[config.mk]
export PLATFORM = sky130hd
export DESIGN_NAME = fdtd_recip
export DESIGN_NICKNAME = d
export VERILOG_FILES = /design/src/rtl/core/fdtd_pkg.sv /design/src/rtl/core/fdtd_recip.sv
export SDC_FILE = /design/constraint.sdc
export NUM_CORES = 1
export LEC_CHECK = 0
export BUFFER_PORTS_ARGS = -buffer_cell sky130_fd_sc_hd__buf_2
export CAP_MARGIN = 20
export CORE_UTILIZATION = 40
export DETAILED_ROUTE_END_ITERATION = 8
export GPL_ROUTABILITY_DRIVEN = 0
export PLACE_DENSITY = 0.56
export SYNTH_ARGS = -nofsm -noshare
export SYNTH_HDL_FRONTEND = slang
export SYNTH_SLANG_ARGS = --single-unit
[constraint.sdc]
create_clock -name clk -period 3.35 [get_ports clk]
set_input_delay 0.335 -clock clk [delete_from_list [all_inputs] [get_ports clk]]
set_output_delay 0.335 -clock clk [all_outputs]
set_load 0.01 [all_outputs]
[src/rtl/core/fdtd_pkg.sv]
`default_nettype none

package fdtd_pkg;

    typedef logic signed [31:0] sword_t;
    typedef logic [31:0]        uword_t;

    typedef enum logic [4:0] {
        ST_CLR,
        ST_IDLE,
        ST_REQ,
        ST_RDC,
        ST_DIV_E,
        ST_DIV_M,
        ST_WCELL,
        ST_EB_RD,
        ST_EB_DIF,
        ST_EB_MUL,
        ST_EB_SAT,
        ST_EB_CURL,
        ST_EB_ACC,
        ST_EB_WR,
        ST_MIR_RD,
        ST_MIR_WR,
        ST_DONE
    } state_t;

    localparam logic [1:0] REQ_WRITE = 2'd0;
    localparam logic [1:0] REQ_READ  = 2'd1;
    localparam logic [1:0] REQ_STEP  = 2'd2;

    localparam logic [2:0] REG_DT        = 3'd0;
    localparam logic [2:0] REG_INV_DX    = 3'd1;
    localparam logic [2:0] REG_INV_DY    = 3'd2;
    localparam logic [2:0] REG_INV_DZ    = 3'd3;
    localparam logic [2:0] REG_SIZE_X    = 3'd4;
    localparam logic [2:0] REG_SIZE_Y    = 3'd5;
    localparam logic [2:0] REG_SIZE_Z    = 3'd6;

    localparam logic [1:0] AX_X = 2'd0;
    localparam logic [1:0] AX_Y = 2'd1;
    localparam logic [1:0] AX_Z = 2'd2;

    localparam int LN_EX   = 0;
    localparam int LN_BX   = 3;
    localparam int LN_IEPS = 6;
    localparam int LN_IMU  = 7;

    localparam uword_t Q_ONE   = 32'h0001_0000;
    localparam sword_t SW_MAX  = 32'sh7FFF_FFFF;
    localparam sword_t SW_MIN  = 32'sh8000_0000;

    function automatic sword_t sat33(input logic signed [32:0] s);
        sword_t r;
        if (s[32] != s[31]) begin
            r = s[32] ? SW_MIN : SW_MAX;
        end
        else begin
            r = s[31:0];
        end
        return r;
    endfunction

    function automatic sword_t add_sat(input sword_t a, input sword_t b);
        logic signed [32:0] s;
        s = {a[31], a} + {b[31], b};
        return sat33(s);
    endfunction

    function automatic sword_t sub_sat(input sword_t a, input sword_t b);
        logic signed [32:0] s;
        s = {a[31], a} - {b[31], b};
        return sat33(s);
    endfunction

    function automatic sword_t neg_sat(input sword_t v);
        sword_t r;
        if (v == SW_MIN) begin
            r = SW_MAX;
        end
        else begin
            r = -v;
        end
        return r;
    endfunction

    // floor(p / 2^16) clamped to 32 bits
    function automatic sword_t sat_prod(input logic signed [64:0] p);
        sword_t r;
        if (!p[64] && (|p[63:47])) begin
            r = SW_MAX;
        end
        else if (p[64] && !(&p[63:47])) begin
            r = SW_MIN;
        end
        else begin
            r = p[47:16];
        end
        return r;
    endfunction

endpackage

`default_nettype wire

[src/rtl/core/fdtd_recip.sv]
`default_nettype none

module fdtd_recip (
    input  wire logic           clk,
    input  wire logic           rst_n,
    input  wire logic           start,
    input  wire fdtd_pkg::uword_t den,
    output fdtd_pkg::uword_t    quot,
    output logic                done
);
    import fdtd_pkg::*;

    logic        busy_reg, busy_next;
    logic        done_reg, done_next;
    logic [5:0]  cnt_reg, cnt_next;
    logic        sat_reg;
    uword_t      den_reg;
    uword_t      rem_reg;
    uword_t      quo_reg;
    logic [32:0] trial;
    logic [32:0] diff;
    logic        ge;

    // dividend is 2^32: its only set bit enters on the first iteration
    assign trial = {rem_reg, (cnt_reg == 6'd33)};
    assign diff  = trial - {1'b0, den_reg};
    assign ge    = (trial >= {1'b0, den_reg});

    always_comb
    begin
        busy_next = busy_reg;
        cnt_next  = cnt_reg;
        done_next = 1'b0;
        if (start) begin
            busy_next = 1'b1;
            cnt_next  = 6'd33;
        end
        else if (busy_reg) begin
            cnt_next = cnt_reg - 6'd1;
            if (cnt_reg == 6'd1) begin
                busy_next = 1'b0;
                done_next = 1'b1;
            end
        end
    end

    always_ff @(posedge clk or negedge rst_n)
    begin
        if (!rst_n) begin
            busy_reg <= 1'b0;
            done_reg <= 1'b0;
            cnt_reg  <= '0;
        end
        else begin
            busy_reg <= busy_next;
            done_reg <= done_next;
            cnt_reg  <= cnt_next;
        end
    end

    always_ff @(posedge clk)
    begin
        if (start) begin
            den_reg <= den;
            sat_reg <= (den < 32'd2);
            rem_reg <= '0;
            quo_reg <= '0;
        end
        else if (busy_reg) begin
            rem_reg <= ge ? diff[31:0] : trial[31:0];
            quo_reg <= {quo_reg[30:0], ge};
        end
    end

    assign quot = sat_reg ? 32'hFFFF_FFFF : quo_reg;
    assign done = done_reg;

endmodule

`default_nettype wire

==> flow_metrics.py, run 1 <==
metrics = {
    "run_status": {
        "status": "finished with violations",
        "violations": "DRC",
    },
    "floorplanning": {
        "core_area_mm2": 0.0147,
        "die_y_um": 125,
        "die-area_mm2": 0.0157,
        "start_util_pct": 41.5,
        "pin_count": 68,
        "num_rows": 44,
        "die_w_um": 125,
    },
    "timing": {
        "setup_slack_ns": 0.0851,
        "maxSlewViolCount": 0,
        "skew_ns": 0.00852,
        "period_needed_ns": 3.26,
        "rsz0062_at_grt": "true",
        "max_freq_mhz": 306,
        "hold_viol": 0,
        "min_period_over_period_pct": 97.5,
        "max_slew_margin_pct": 46.5,
        "final-setup-viol-count": 0,
        "worst_pin_slew_ns": 0.802,
        "setup_tns_ns": 0,
    },
    "pwr": {
        "p_leak_nw": 3.42,
        "total_power_w": 0.00485,
        "power_density_mw_per_mm2": 685,
        "vdd_ir_drop_max_mv": 0.362,
    },
    "yosys": {
        "synth_edf_count": 33,
        "synth_top_cell_by_area": "dfxtp_1",
        "async_reset_ff_share_pct": 7.62,
        "synth_area_leaders": "dfxtp_1 21%, edfxtp_1 16%, mux2i_1 8.2%",
        "ys.flop_type": "dfxtp_1",
        "syn_avg_cell_area_um2": 9.23,
        "synth_area_mm2": 0.00610,
        "synth_top_area_share_pct": 21.0,
        "synth.distinct_cells": 63,
        "syn_nets": 731,
        "yosys_warnings": 0,
        "yosysSeqAreaShare_pct": 40.5,
        "ys_ff_latch": 105,
        "netlist_instances": 661,
    },
    "final_layout": {
        "antenna_cells": 0,
        "syn_to_final_growth_pct": 16.0,
        "final_cell_mix": "84 x nor2_1, 66 x buf_2, 64 x dfxtp_1, 50 x mux2i_1, 43 x inv_1",
        "layout_commonest_cell": "nor2_1",
        "drive_above_1_share_pct": 22.3,
        "nNetsFinal": 801,
    },
    "worst_setup_path": {
        "crit_required_ns": 3.60,
        "crit_fanout": 4,
        "endpoint": "rem_reg[30]",
        "rr_worst_depth": 16,
        "r2r_start": "cnt_reg[1]",
        "critPathLaunchType": "flop",
        "critPathLaunch": "cnt_reg[1]",
        "crit_type": "flop to flop",
        "endpoint_kind": "flop",
        "rr_endpoint": "rem_reg[30]",
        "r2r_setup_slack_ns": 0.09,
        "arrival_ns": 3.51,
    },
    "grt": {
        "grt_antenna_before_repair": 0,
        "first_global_vias": 4752,
        "grt.total_usage_pct": 18.1,
        "grt_overflow": 0,
        "grt_first_pass_wirelength_um": 23000,
        "grt_max_degree": 55,
    },
    "placement": {
        "port_buffers": 67,
        "hpwl_um": 9870,
        "dpl_worst_slack_ns": -0.0790,
    },
    "drt": {
        "drc": 3,
        "first_iter_violations": 214,
        "routed_wl_um": 13700,
        "wire_per_inst_um": 14.9,
        "ant_nets": 0,
        "vias": 4898,
        "drt_pre_antenna_iters": 6,
        "viasPerCell": 5.32,
    },
    "cts": {
        "cts.clk_slew.worst_paths_ns": 0.07,
        "cts_made_buffers": 9,
        "insertion_delay_ns": 0.36,
        "cts_tree": "built",
        "cts_root_buf": "clkbuf_16",
        "cts_max_level": 3,
        "cts_buffer_depth": 2,
        "cts.sinks": 105,
    },
    "flow_run": {
        "maxCapViolCount": 0,
    },
    "worst_hold_path": {
        "min_from": "den[0]",
        "hp-class": "input pin to flop",
    },
}
-- how the worst min path moves through the flow --
stage / slack [ns] / cells past startpoint / to
finish: 0.15 / 1 / den_reg[0]
global route: 0.14 / 1 / den_reg[0]
CTS: 0.13 / 1 / den_reg[0]
detailed placement: 0.19 / 1 / cnt_reg[1]
global placement: 0.19 / 1 / cnt_reg[1]
floorplan: 0.04 / 0 / busy_reg
-- Yosys cell counts (2+ instances only) --
library cell	instances
o211ai_1	4
a211oi_1	28
nand2b_1	8
nor4_1	9
buf_6	3
edfxtp_1	33
a21oi_1	31
o221a_2	2
o21ai_0	25
nand2_1	32
o2bb2ai_1	2
nand3_1	11
inv_1	45
xor2_1	8
a41o_1	2
and3_1	5
ha_1	34
a31oi_1	5
a21o_1	21
buf_4	2
o2111ai_1	2
or2_2	34
nor2_1	84
o211ai_2	2
clkbuf_1	27
nand4_1	12
o21bai_1	4
and2_1	3
mux2i_1	50
buf_1	3
mux2_2	2
a21oi_2	2
o21ai_1	2
nand3b_1	3
nor3_1	7
xnor2_1	17
dfrtp_1	8
dfxtp_1	64
-- cell type report --
type                       instances  area (µm²)
sequential                       105        2480
multi-input combinational        474        3330
inverter                          46         173
fill                            1430        7620
tap                              184         230
timing repair buffer              95         566
clock inverter                     5        41.3
clock buffer                      11         264
-- metrics by stage --
step                cells  instance area, µm²  hold WS [ns]  utilization, %
floorplan             661                6100        0.0394               -
global placement      899                6680         0.188            45.4
detailed placement    899                6680         0.192            45.4
CTS                   916                7000         0.134            47.6
global route          920                7080         0.140            48.2
finish                920                7080         0.154            48.2
-- cells by family (layout without fill, tap and decap cells) --
family	count (synthesis)	after routing	share of synthesized area, %
flops	105	105	40.5
mux	52	52	8.57
simple gates	214	214	17.1
xor+xnor	25	25	3.59
compound gates	148	148	17.4
fa+ha+maj	35	35	7.30
buf+inv	82	157	5.56
-- report_power, final --
part           internal [W]  switching (W)  total, W
Sequential          0.00150       0.000144   0.00165
Clock              0.000581       0.000502   0.00108
Combinational      0.000976        0.00114   0.00212
-- critical path: stages, from the launching register on --
cell	delay, ns
dfrtp_1	0.39
inv_2	0.08
ha_4	0.12
nor4b_4	0.20
nand2_1	0.12
ha_2	0.21
inv_2	0.06
fa_2	0.20
a21o_1	0.13
nand4_1	0.14
a21oi_2	0.20
a21oi_2	0.11
o41ai_4	0.47
a21o_1	0.21
o2111a_1	0.21
o2111ai_1	0.11
and4bb_1	0.20
-- timing repair --
action | 4_1_cts | 5_1_grt
setup buffers | 0 | 4
setup endpoints to repair | 2 | 28
gates resized for setup | 1 | 14
pin swaps | 0 | 19
hold buffers | 1 | 0
endpoints found under the hold margin | 8 | 0
-- per-layer routing --
metal	vias to the layer above	part of all wire [%]	track usage (%)
li1	2497	-	-
met1	2331	51	24.1
met2	64	45	28.9
met3	6	3.1	4.58
met4	0	0.93	4.95
met5	-	0	0
(Power assumes the default switching activity.)
==> run 2: changes to the inputs <==
- clock period: 3.35 -> 4.2 ns (I/O delays scaled with it)
==> flow_metrics.py, run 2 (same netlist as run 1, synthesis figures left out) <==
metrics = {
    "timing": {
        "min_period_over_period_pct": 85.6,
        "setup_slack_ns": 0.604,
        "hold_viol": 0,
        "final-setup-viol-count": 0,
        "max_slew_margin_pct": 49.9,
        "setup_tns_ns": 0,
        "worst_pin_slew_ns": 0.752,
        "maxSlewViolCount": 0,
        "rsz0062_at_grt": "false",
        "period_needed_ns": 3.60,
        "skew_ns": 0.0125,
        "max_freq_mhz": 278,
    },
    "final_layout": {
        "instances_no_fill": 898,
        "antenna_cells": 0,
        "multi_input_area_mm2": 0.00329,
        "seq_area_mm2": 0.00248,
        "syn_to_final_growth_pct": 12.1,
        "nNetsFinal": 779,
        "nFillCells": 1451,
        "final_area_mm2": 0.00684,
        "drive_above_1_share_pct": 18.8,
        "final_cell_mix": "84 x nor2_1, 66 x buf_2, 64 x dfxtp_1, 50 x mux2i_1, 45 x inv_1",
        "layout_commonest_cell": "nor2_1",
    },
    "pwr": {
        "clkPwrFrac_pct": 22.4,
        "switching_power_w": 0.00141,
        "p_seq_share_pct": 36.4,
        "p_leak_nw": 3.29,
        "power_density_mw_per_mm2": 542,
        "internal_power_w": 0.00230,
        "power_switching_share_pct": 37.9,
        "p_comb_share_pct": 41.2,
        "vdd_ir_drop_max_mv": 0.291,
    },
    "worst_setup_path": {
        "arrival_ns": 3.86,
        "endpoint_kind": "flop",
        "crit_required_ns": 4.46,
        "critPathLaunchType": "flop",
        "crit_fanout": 4,
        "crit_type": "flop to flop",
    },
    "placement": {
        "dpl_worst_slack_ns": 0.622,
        "postPlaceCellArea_mm2": 0.00654,
        "port_buffers": 67,
        "hpwl_um": 9840,
        "post-place-cells": 881,
    },
    "cts": {
        "cts_resized": 0,
        "hold_buffers": 1,
        "cts_tree": "built",
        "cts_max_level": 3,
        "post_cts_buffers": 0,
        "insertion_delay_ns": 0.37,
        "cts.sinks": 105,
        "cts.clk_slew.worst_paths_ns": 0.08,
        "cts_made_buffers": 9,
        "cts_buffer_depth": 2,
        "cts_root_buf": "clkbuf_16",
    },
    "grt": {
        "grt_first_pass_wirelength_um": 23000,
        "grt_overflow": 0,
        "grt_max_degree": 61,
        "grt_antenna_before_repair": 0,
        "grt.total_usage_pct": 18.1,
        "first_global_vias": 4849,
    },
    "worst_hold_path": {
        "hp-class": "input pin to flop",
    },
    "drt": {
        "wire_per_inst_um": 15.2,
        "drc": 3,
        "viasPerCell": 5.37,
        "ant_nets": 0,
        "vias": 4823,
        "first_iter_violations": 198,
        "routed_wl_um": 13600,
        "drt_pre_antenna_iters": 6,
    },
    "floorplanning": {
        "die_y_um": 125,
        "core_area_mm2": 0.0147,
        "die_w_um": 125,
        "die-area_mm2": 0.0157,
        "start_util_pct": 41.5,
        "num_rows": 44,
        "pin_count": 68,
    },
    "flow_run": {
        "maxCapViolCount": 0,
    },
    "run_status": {
        "violations": "DRC",
        "status": "finished with violations",
    },
}
==> run 2: final cells by class <==
type / instances / area share [%]
multi-input combinational: 474 / 48.1
sequential: 105 / 36.2
timing repair buffer: 73 / 5.63
tap: 184 / 3.37
clock buffer: 10 / 3.35
inverter: 46 / 2.52
clock inverter: 6 / 0.842
==> run 2: metrics by stage <==
step           utilization, %  power (W)  hold slack (ns)
2_1_floorplan               -    0.00257            0.124
3_3_place_gp             44.5    0.00286            0.273
3_5_place_dp             44.5    0.00289            0.277
4_1_cts                  46.5    0.00374            0.216
5_1_grt                  46.5    0.00398            0.218
6_report                 46.5    0.00371            0.226
==> run 2: final timing paths <==
| kind | startpoint | end | slack, ns | cells after the start |
|---|---|---|---|---|
| max | cnt_reg[1] | rem_reg[30] | 0.60 | 16 |
| min | den[0] | den_reg[0] | 0.23 | 1 |
| max reg2reg | cnt_reg[1] | rem_reg[30] | 0.60 | 16 |
| min reg2reg | rem_reg[2] | rem_reg[2] | 0.49 | 2 |
| max in group asynchronous | rst_n | busy_reg | 3.58 | 2 |
| min in group asynchronous | rst_n | cnt_reg[3] | 0.43 | 2 |
==> run 2: layer usage <==
| metal | wire [µm] | up-vias | global-route usage (%) |
|---|---|---|---|
| li1 | - | 2446 | - |
| met5 | 0 | - | 0 |
| met4 | 109 | 0 | 5.02 |
| met1 | 6640 | 2281 | 23.0 |
| met3 | 556 | 12 | 4.75 |
| met2 | 6320 | 84 | 30.1 |
==> run 2: power groups by stage <==
stage | clock network, W | logic (W) | registers [W]
2_1_floorplan | 0 | 0.00128 | 0.00130
3_3_place_gp | 0 | 0.00150 | 0.00136
3_5_place_dp | 0 | 0.00152 | 0.00137
4_1_cts | 0.000856 | 0.00153 | 0.00135
5_1_grt | 0.000899 | 0.00170 | 0.00137
6_report | 0.000831 | 0.00153 | 0.00135
==> run 2: critical path, stage by stage (launching register included) <==
cell and delay [ns]:
dfrtp_1 0.40, inv_1 0.09, ha_1 0.14, nor4b_1 0.35
nand2_1 0.14, ha_1 0.21, inv_1 0.06, fa_1 0.19
a21o_1 0.14, nand4_1 0.13, a21oi_1 0.27, a21oi_1 0.20
o41ai_4 0.38, a21o_1 0.23, o2111a_1 0.23, o2111ai_1 0.12
and4bb_1 0.22
==> run 3: changes to the inputs <==
- PLACE_DENSITY: 0.56 -> 0.58
- clock period: 4.2 -> 3 ns (I/O delays scaled with it)
==> flow_metrics.py, run 3 (same netlist as run 1, synthesis figures left out) <==
metrics = {
    "run_status": {
        "status": "finished with violations",
        "violations": "DRC, setup timing",
    },
    "final_layout": {
        "drive_above_1_share_pct": 29.6,
        "final_area_mm2": 0.00760,
        "antenna_cells": 0,
        "layout_commonest_cell": "nor2_1",
        "syn_to_final_growth_pct": 24.5,
        "final_cell_mix": "83 x nor2_1, 66 x buf_2, 64 x dfxtp_1, 57 x buf_4, 49 x mux2i_1",
        "nNetsFinal": 841,
    },
    "pwr": {
        "power_density_mw_per_mm2": 798,
        "p_leak_nw": 3.67,
        "total_power_w": 0.00606,
        "vdd_ir_drop_max_mv": 0.421,
    },
    "drt": {
        "wire_per_inst_um": 15.3,
        "drc": 3,
        "first_iter_violations": 272,
        "viasPerCell": 5.23,
        "drt_pre_antenna_iters": 7,
        "vias": 5018,
        "ant_nets": 0,
        "routed_wl_um": 14700,
    },
    "grt": {
        "grt_overflow": 0,
        "grt_antenna_before_repair": 0,
        "first_global_vias": 5139,
        "grt.total_usage_pct": 19.3,
        "grt_first_pass_wirelength_um": 24400,
        "grt_max_degree": 46,
    },
    "timing": {
        "max_freq_mhz": 320,
        "hold_viol": 0,
        "max_slew_margin_pct": 51.6,
        "worst_pin_slew_ns": 0.726,
        "period_needed_ns": 3.13,
        "rsz0062_at_grt": "true",
        "skew_ns": 0.00919,
        "setup_slack_ns": -0.125,
        "setup_tns_ns": -1.76,
        "hold_ws_ns": 0.115,
        "maxSlewViolCount": 0,
        "min_period_over_period_pct": 104,
        "final-setup-viol-count": 29,
    },
    "worst_setup_path": {
        "crit_type": "flop to flop",
        "arrival_ns": 3.41,
        "r2r_setup_slack_ns": -0.13,
        "endpoint_kind": "flop",
        "critPathLaunch": "cnt_reg[1]",
        "rr_endpoint": "rem_reg[0]",
        "rr_worst_depth": 14,
        "critPathLaunchType": "flop",
        "r2r_start": "cnt_reg[1]",
        "crit_required_ns": 3.29,
        "endpoint": "rem_reg[0]",
        "crit_fanout": 5,
    },
    "cts": {
        "insertion_delay_ns": 0.36,
        "cts_max_level": 3,
        "cts.clk_slew.worst_paths_ns": 0.08,
        "cts_tree": "built",
        "cts_root_buf": "clkbuf_16",
        "cts_made_buffers": 9,
        "cts.sinks": 105,
        "cts_buffer_depth": 2,
    },
    "flow_run": {
        "maxCapViolCount": 0,
    },
    "placement": {
        "port_buffers": 67,
        "hpwl_um": 9950,
        "postPlaceCellArea_mm2": 0.00680,
        "dpl_worst_slack_ns": -0.258,
    },
    "floorplanning": {
        "die-area_mm2": 0.0157,
        "start_util_pct": 41.5,
        "die_y_um": 125,
        "pin_count": 68,
        "core_area_mm2": 0.0147,
        "num_rows": 44,
        "die_w_um": 125,
    },
    "worst_hold_path": {
        "hp-class": "input pin to flop",
    },
}
## run 3: worst min-delay path by stage
stage	from	to	slack [ns]	cells past startpoint
after floorplan	rst_n	busy_reg	0.004	0
after global placement	rst_n	done	0.15	1
after detailed placement	rst_n	done	0.15	1
after CTS	den[0]	den_reg[0]	0.1	1
after global routing	den[0]	den_reg[0]	0.09	1
final	den[0]	den_reg[0]	0.11	1
## run 3: routing by layer
layer	up-vias	share of wire, %	track usage, %
met5	-	0	0
met1	2359	48	24.5
li1	2567	-	-
met4	0	0.63	6.38
met3	6	4.2	4.28
met2	86	47	32.3
## run 3: layout make-up
| type | count | area [µm²] |
|---|---|---|
| Fill cell | 1346 | 7100 |
| Clock inverter | 7 | 63.8 |
| Multi-Input combinational cell | 474 | 3460 |
| Sequential cell | 105 | 2480 |
| Inverter | 46 | 173 |
| Timing Repair Buffer | 135 | 970 |
| Clock buffer | 9 | 225 |
| Tap cell | 184 | 230 |
## run 3: through the flow
stage | instances | util, %
final | 960 | 51.7
after global routing | 960 | 51.7
after CTS | 957 | 50.8
after detailed placement | 908 | 46.2
after global placement | 908 | 46.2
after floorplan | 661 | -
## run 3: critical path, cell delays in order (launching register included)
cell      delay (ns)
dfrtp_1         0.40
inv_2           0.08
ha_4            0.12
nor4b_4         0.20
nand2_1         0.12
ha_2            0.19
nand3b_1        0.19
a21oi_2         0.19
o211ai_2        0.14
a211oi_2        0.27
o211ai_2        0.16
o221ai_4        0.27
buf_12          0.18
mux2_2          0.34
a211oi_2        0.20
## run 3: what timing repair did
item | in CTS | in global routing
pin swaps | 17 | 21
hold buffers | 1 | 0
buffers inserted | 30 | 8
cloned | 3 | 1
resized for setup | 20 | 30
endpoints found under the hold margin | 8 | 0
setup endpoints to repair | 33 | 36
## run 3: where the power goes
part / internal [W] / leakage (nW) / switching, W / total (W)
Sequential: 0.00168 / 0.940 / 0.000188 / 0.00187
Combinational: 0.00157 / 2.58 / 0.00146 / 0.00303
Clock: 0.000581 / 0.145 / 0.000583 / 0.00116
